File: config.mk
export PLATFORM = sky130hd
export DESIGN_NAME = reed_solomon_255_247_encoder_core
export DESIGN_NICKNAME = d
export VERILOG_FILES = /design/src/rtl/rs_enc_pkg.sv /design/src/rtl/reed_solomon_255_247_encoder_core.sv
export SDC_FILE = /design/constraint.sdc
export NUM_CORES = 1
export LEC_CHECK = 0
export BUFFER_PORTS_ARGS = -buffer_cell sky130_fd_sc_hd__buf_2
export CORE_AREA = 2 2 113 115
export CTS_BUF_LIST = sky130_fd_sc_hd__clkbuf_2 sky130_fd_sc_hd__clkbuf_4 sky130_fd_sc_hd__clkbuf_8
export CTS_CLUSTER_SIZE = 8
export DETAILED_ROUTE_END_ITERATION = 8
export DIE_AREA = 0 0 115 117
export GPL_ROUTABILITY_DRIVEN = 0
export GPL_TIMING_DRIVEN = 0
export PLACE_DENSITY = 0.73
export SETUP_SLACK_MARGIN = 0.02
export SYNTH_ARGS = -nofsm -noshare
export SYNTH_HDL_FRONTEND = slang
export SYNTH_SLANG_ARGS = --single-unit
File: constraint.sdc
create_clock -name clk -period 3.5 [get_ports clk]
set_input_delay 0.35 -clock clk [delete_from_list [all_inputs] [get_ports clk]]
set_output_delay 0.35 -clock clk [all_outputs]
set_load 0.05 [all_outputs]
File: src/rtl/rs_enc_pkg.sv
// rs_enc_pkg: types, constants and field functions for the rs(255,k) encoder
// gf(2^8) over 0x11d; no dependencies
package rs_enc_pkg;

  localparam int MAX_PAR = 32;
  localparam int CODE_LEN = 255;
  localparam logic [8:0] FIELD_POLY = 9'h11D;

  typedef logic [7:0] sym_t;
  typedef logic [MAX_PAR:0][7:0] genpoly_t;

  function automatic sym_t gf_mul(input sym_t a, input sym_t b);
    logic [8:0] x;
    sym_t r;
    x = {1'b0, a};
    r = '0;
    for (int i = 0; i < 8; i++) begin
      if (b[i]) begin
        r = r ^ x[7:0];
      end
      x = {x[7:0], 1'b0};
      if (x[8]) begin
        x = x ^ FIELD_POLY;
      end
    end
    return r;
  endfunction

  // g(x) = (x + a^1)(x + a^2)...(x + a^npar), coefficient i at index i
  function automatic genpoly_t gen_poly(input int npar);
    genpoly_t g;
    sym_t root;
    g = '0;
    g[0] = 8'd1;
    root = 8'd1;
    for (int i = 0; i < MAX_PAR; i++) begin
      if (i < npar) begin
        root = gf_mul(root, 8'd2);
        g[i + 1] = g[i];
        for (int j = MAX_PAR - 1; j > 0; j--) begin
          if (j <= i) begin
            g[j] = g[j - 1] ^ gf_mul(g[j], root);
          end
        end
        g[0] = gf_mul(g[0], root);
      end
    end
    return g;
  endfunction

endpackage

File: src/rtl/reed_solomon_255_247_encoder_core.sv
// reed_solomon_255_247_encoder_core: systematic rs encoder, parity lfsr and parity output buffer
// depends on rs_enc_pkg
//
//  channel | direction | ports                                          | word
//  in      | sink      | in_valid in_stall in_data_byte in_last_byte    | one message byte
//  out     | source    | out_valid out_stall out_parity_byte            | one parity symbol
//          |           | out_parity_position out_status out_last_result |
//
// a message byte is taken every cycle, but a last byte stalls unless the output buffer is
// empty or its final word leaves in that cycle. the lfsr update is one constant gf multiply
// and xor. the last byte loads 2*CORRECTABLE_ERRORS parity symbols (or one error word) into
// the buffer, which drains one word per cycle while out_stall is low, highest index first.
// synchronous reset clears the lfsr and the byte count and empties the buffer.
module reed_solomon_255_247_encoder_core #(
  parameter int CORRECTABLE_ERRORS = 4
) (
  input  logic       clk,
  input  logic       rst_n,
  input  logic       in_valid,
  output logic       in_stall,
  input  logic [7:0] in_data_byte,
  input  logic       in_last_byte,
  output logic       out_valid,
  input  logic       out_stall,
  output logic [7:0] out_parity_byte,
  output logic [2:0] out_parity_position,
  output logic       out_status,
  output logic       out_last_result
);

  localparam int NPAR = 2 * CORRECTABLE_ERRORS;
  localparam int CNT_W = $clog2(NPAR + 1);
  localparam logic [7:0] MSG_MAX = 8'(rs_enc_pkg::CODE_LEN - NPAR);
  localparam logic [7:0] CNT_SAT = 8'(rs_enc_pkg::CODE_LEN - NPAR + 1);
  localparam rs_enc_pkg::genpoly_t GEN = rs_enc_pkg::gen_poly(NPAR);

  logic [NPAR-1:0][7:0] par_r;
  logic [NPAR-1:0][7:0] par_nxt;
  logic [NPAR-1:0][7:0] obuf_r;
  logic [7:0]           byte_cnt_r;
  logic [7:0]           byte_cnt_nxt;
  logic [CNT_W-1:0]     out_cnt_r;
  logic                 out_err_r;
  logic [7:0]           fb;
  logic                 too_long;
  logic                 in_acc;
  logic                 out_acc;
  logic                 load;
  logic                 buf_free;

  always_comb begin
    fb = in_data_byte ^ par_r[NPAR-1];
    par_nxt[0] = rs_enc_pkg::gf_mul(GEN[0], fb);
    for (int j = 1; j < NPAR; j++) begin
      par_nxt[j] = par_r[j-1] ^ rs_enc_pkg::gf_mul(GEN[j], fb);
    end
    byte_cnt_nxt = (byte_cnt_r < CNT_SAT) ? byte_cnt_r + 8'd1 : byte_cnt_r;
    too_long = byte_cnt_nxt > MSG_MAX;
  end

  assign out_valid = out_cnt_r != '0;
  assign out_acc   = out_valid && !out_stall;
  assign buf_free  = (out_cnt_r == '0) || ((out_cnt_r == CNT_W'(1)) && !out_stall);
  assign in_stall  = in_last_byte && !buf_free;
  assign in_acc    = in_valid && !in_stall;
  assign load      = in_acc && in_last_byte;

  always_ff @(posedge clk) begin
    if (!rst_n) begin
      par_r      <= '0;
      byte_cnt_r <= '0;
      out_cnt_r  <= '0;
      out_err_r  <= 1'b0;
    end else begin
      if (in_acc) begin
        if (in_last_byte) begin
          par_r      <= '0;
          byte_cnt_r <= '0;
        end else begin
          par_r      <= par_nxt;
          byte_cnt_r <= byte_cnt_nxt;
        end
      end
      if (load) begin
        out_cnt_r <= too_long ? CNT_W'(1) : CNT_W'(NPAR);
        out_err_r <= too_long;
      end else if (out_acc) begin
        out_cnt_r <= out_cnt_r - CNT_W'(1);
      end
    end
  end

  always_ff @(posedge clk) begin
    if (load) begin
      obuf_r <= too_long ? '0 : par_nxt;
    end else if (out_acc) begin
      obuf_r <= obuf_r << 8;
    end
  end

  assign out_parity_byte     = obuf_r[NPAR-1];
  assign out_parity_position = 3'(out_cnt_r - CNT_W'(1));
  assign out_status          = out_err_r;
  assign out_last_result     = out_cnt_r == CNT_W'(1);

endmodule

==> out/results.tsv <==
stage	metric	value	unit
timing	Sum Neg Setup Slack	0	ns
synth	mux cell area share after synthesis	0	
critical_path	WP data required	3.66	ns
die	core area	12300	µm²
min_path	HP Class	primary input to flip-flop	
die	Ports	28	
die	std cell rows	41	
finish	Area Overhead vs Synth	11.3	%
detailed_routing	wire per inst	21.3	µm
cts	CTS H-tree lvls	4	
detailed_routing	ANT nets after route	0	
finish	post-layout util	0.615	
critical_path	worst stage delay on the critical path	0.55	ns
detailed_routing	Routed WL	17.5	mm
synth	post-synthesis simple-gate area fraction	0.0961	
cts	Worst-path clk slew	0.08	ns
timing	fmax	0.322	GHz
critical_path	Crit path top cell by count	clkbuf_1	
grt	GRT overflow	0	
timing	Fin. Hold Viols	0	
timing	Slew headroom	0.330	
finish	Finished Cell Area	7570	µm²
synth	largest family of logic cells by synthesized area	XOR/XNOR gates	
detailed_routing	vias per cell	5.94	
min_path	hold path depth	3	
cts	hold buffers post-CTS	0	
detailed_routing	DR iter-0 viols	485	
cts	# clock sinks	141	
cts	total CTS buffers	17	
cts	clock root cell	clkbuf_8	
timing	Tcrit/Tclk final	0.887	
timing	worst hold slack	0.233	ns
critical_path	Crit Path Category	flip-flop to flip-flop	
place	DP Area	7110	µm²
timing	min cycle time layout	3.10	ns
grt	largest net degree at the start of global routing	65	
critical_path	Crit Path Max Fanout	10	
place	I/O Buffers	24	
cts	CTS tree	built	
place	dpl hpwl	11.7	mm
detailed_routing	met1 WL	7.30	mm
synth	Gate Count Post-Synth	617	
status	status	completed	
critical_path	critical path startpoint category	flip-flop	
grt	first-pass GRT wire length	27.2	mm
critical_path	crit path DAT	3.27	ns
critical_path	critical path's slowest cell	clkbuf_1	
critical_path	Cell Chain, Critical Path	ha_1 -> and3_1 -> a21oi_1 -> a211oi_1 -> or2_1 -> clkbuf_1 -> clkbuf_1 -> o21ai_0	
die	Die X	115	µm
die	Starting Density	0.552	
cts	Clock Tree Buf Depth	2	
detailed_routing	# DRC	0	
cts	worst skew pair latency	0.46	ns
synth	Avg Cell Area, Syn	11.0	µm²
timing	final-report setup violation count	0	
synth	Unique masters post-synth	42	
synth	synthesized area	6800	µm²
job	max-cap violations	0	
finish	leading cell type in the layout, fill and taps excluded	xnor2_1	
die	Die H	117	µm
synth	post-synthesis xor/xnor area fraction	0.206	
cts	CTS resizes	0	
detailed_routing	drt pass-1 iters	5	
timing	actual slew at the worst max-slew pin	1.00	ns
cts	Setup Fix Bufs, Post-CTS	0	
timing	RSZ-0062 raised after global routing	false	
finish	post-layout net count	676	
synth	Mapped Nets	633	
critical_path	crit end category	flip-flop	
finish	commonest non-fill, non-tap cells in the layout	80 x xnor2_1, 77 x dfxtp_1, 64 x edfxtp_1	
timing	Slew Limit Fails	0	
synth	Yosys warnings	0	
die	Die Area	13500	µm²
timing	Max Clock Skew	0.0133	ns
detailed_routing	routed vias	4891	
detailed_routing	Detail Route met3 WL	1.33	mm
synth	post-synthesis adder-cell area fraction	0.00552	
finish	Antenna Cells	0	
detailed_routing	highest metal used	met4	
synth	number of synthesized register bits	141	
synth	Compound-Gate Fraction of Synth Area	0.150	
detailed_routing	routed wl met2	8.42	mm
critical_path	Reg2Reg Depth	8	
grt	total track usage	0.276	
synth	register area share after synthesis	0.509	
grt	vias in the first global route	4815	
grt	initial antenna violation count	0	
finish	share of post-route cells with drive strength above 1	0.117	
==> registers in the layout (all words and copies together), names as in the netlist <==
name             flops
out_parity_byte      8
par_r               64
obuf_r              56
out_cnt_r            4
out_status           1
byte_cnt_r           8
==> metrics by stage <==
stage | worst slack, ns | cells
finish | 0.396 | 823
global route | 0.249 | 823
CTS | 0.482 | 823
detailed placement | 0.493 | 791
global placement | 0.0220 | 791
floorplan | 0.680 | 617
==> final cells by class <==
| type | count | area, µm² |
|---|---|---|
| Timing Repair Buffer | 24 | 120 |
| Sequential cell | 141 | 3460 |
| Inverter | 7 | 26.3 |
| Buffer | 44 | 198 |
| Clock buffer | 19 | 262 |
| Multi-Input combinational cell | 425 | 3120 |
| Clock inverter | 13 | 194 |
| Tap cell | 150 | 188 |
| Fill cell | 1014 | 4740 |
==> cell families (layout without fill, tap and decap cells) <==
logic type	Yosys count	after routing
buf+inv	51	107
simple gates	138	138
fa+ha+maj	3	3
xor+xnor	136	136
compound gates	148	148
flops	141	141
==> layer usage <==
metal | global-route usage | vias to the layer above
met2 | 0.451 | 237
met5 | 0 | -
li1 | - | 2243
met4 | 0.108 | 0
met3 | 0.0556 | 39
met1 | 0.363 | 2372
==> synthesized netlist by cell type, drive strengths merged <==
cell type,n,share of area
xnor2,90,0.14
dfxtp,77,0.23
edfxtp,64,0.28
nand2,57,0.031
o21ai,52,0.038
xor2,45,0.067
o2bb2ai,44,0.057
clkbuf,35,0.020
nor2,20,0.011
and2,18,0.017
nor2b,18,0.017
a21oi,15,0.011
a22o,9,0.012
a22oi,9,0.0099
buf,9,0.0096
nor3,9,0.0066
nand3,7,0.0052
inv,6,0.0033
and3,5,0.0046
a31oi,4,0.0037
a21boi,3,0.0033
a32o,3,0.0044
ha,3,0.0055
o21a,3,0.0033
a211oi,2,0.0022
a221o,1,0.0015
a41oi,1,0.0013
clkinv,1,0.00055
nand2b,1,0.00092
nor3b,1,0.0011
o211ai,1,0.0011
o221a,1,0.0017
or2,1,0.00092
or4,1,0.0011
xnor3,1,0.0033
==> worst max-delay path, delay by kind of cell, from the launching register on <==
kind            cells  cell delay [ns]
buf+inv             2             0.89
compound gates      3             0.83
simple gates        2             0.44
flops               1             0.42
fa+ha+maj           1             0.23
==> worst paths after layout <==
check	startpoint	to	slack, ns
worst max-delay path	byte_cnt_r[0]	obuf_r[39]	0.40
worst min-delay path	out_stall	out_cnt_r[2]	0.23
worst max register to register	byte_cnt_r[0]	obuf_r[39]	0.40
worst min register to register	par_r[21]	par_r[21]	0.49
Power is not shown: default switching activity piles up to over one toggle a cycle in this logic, so the estimate is an artifact.
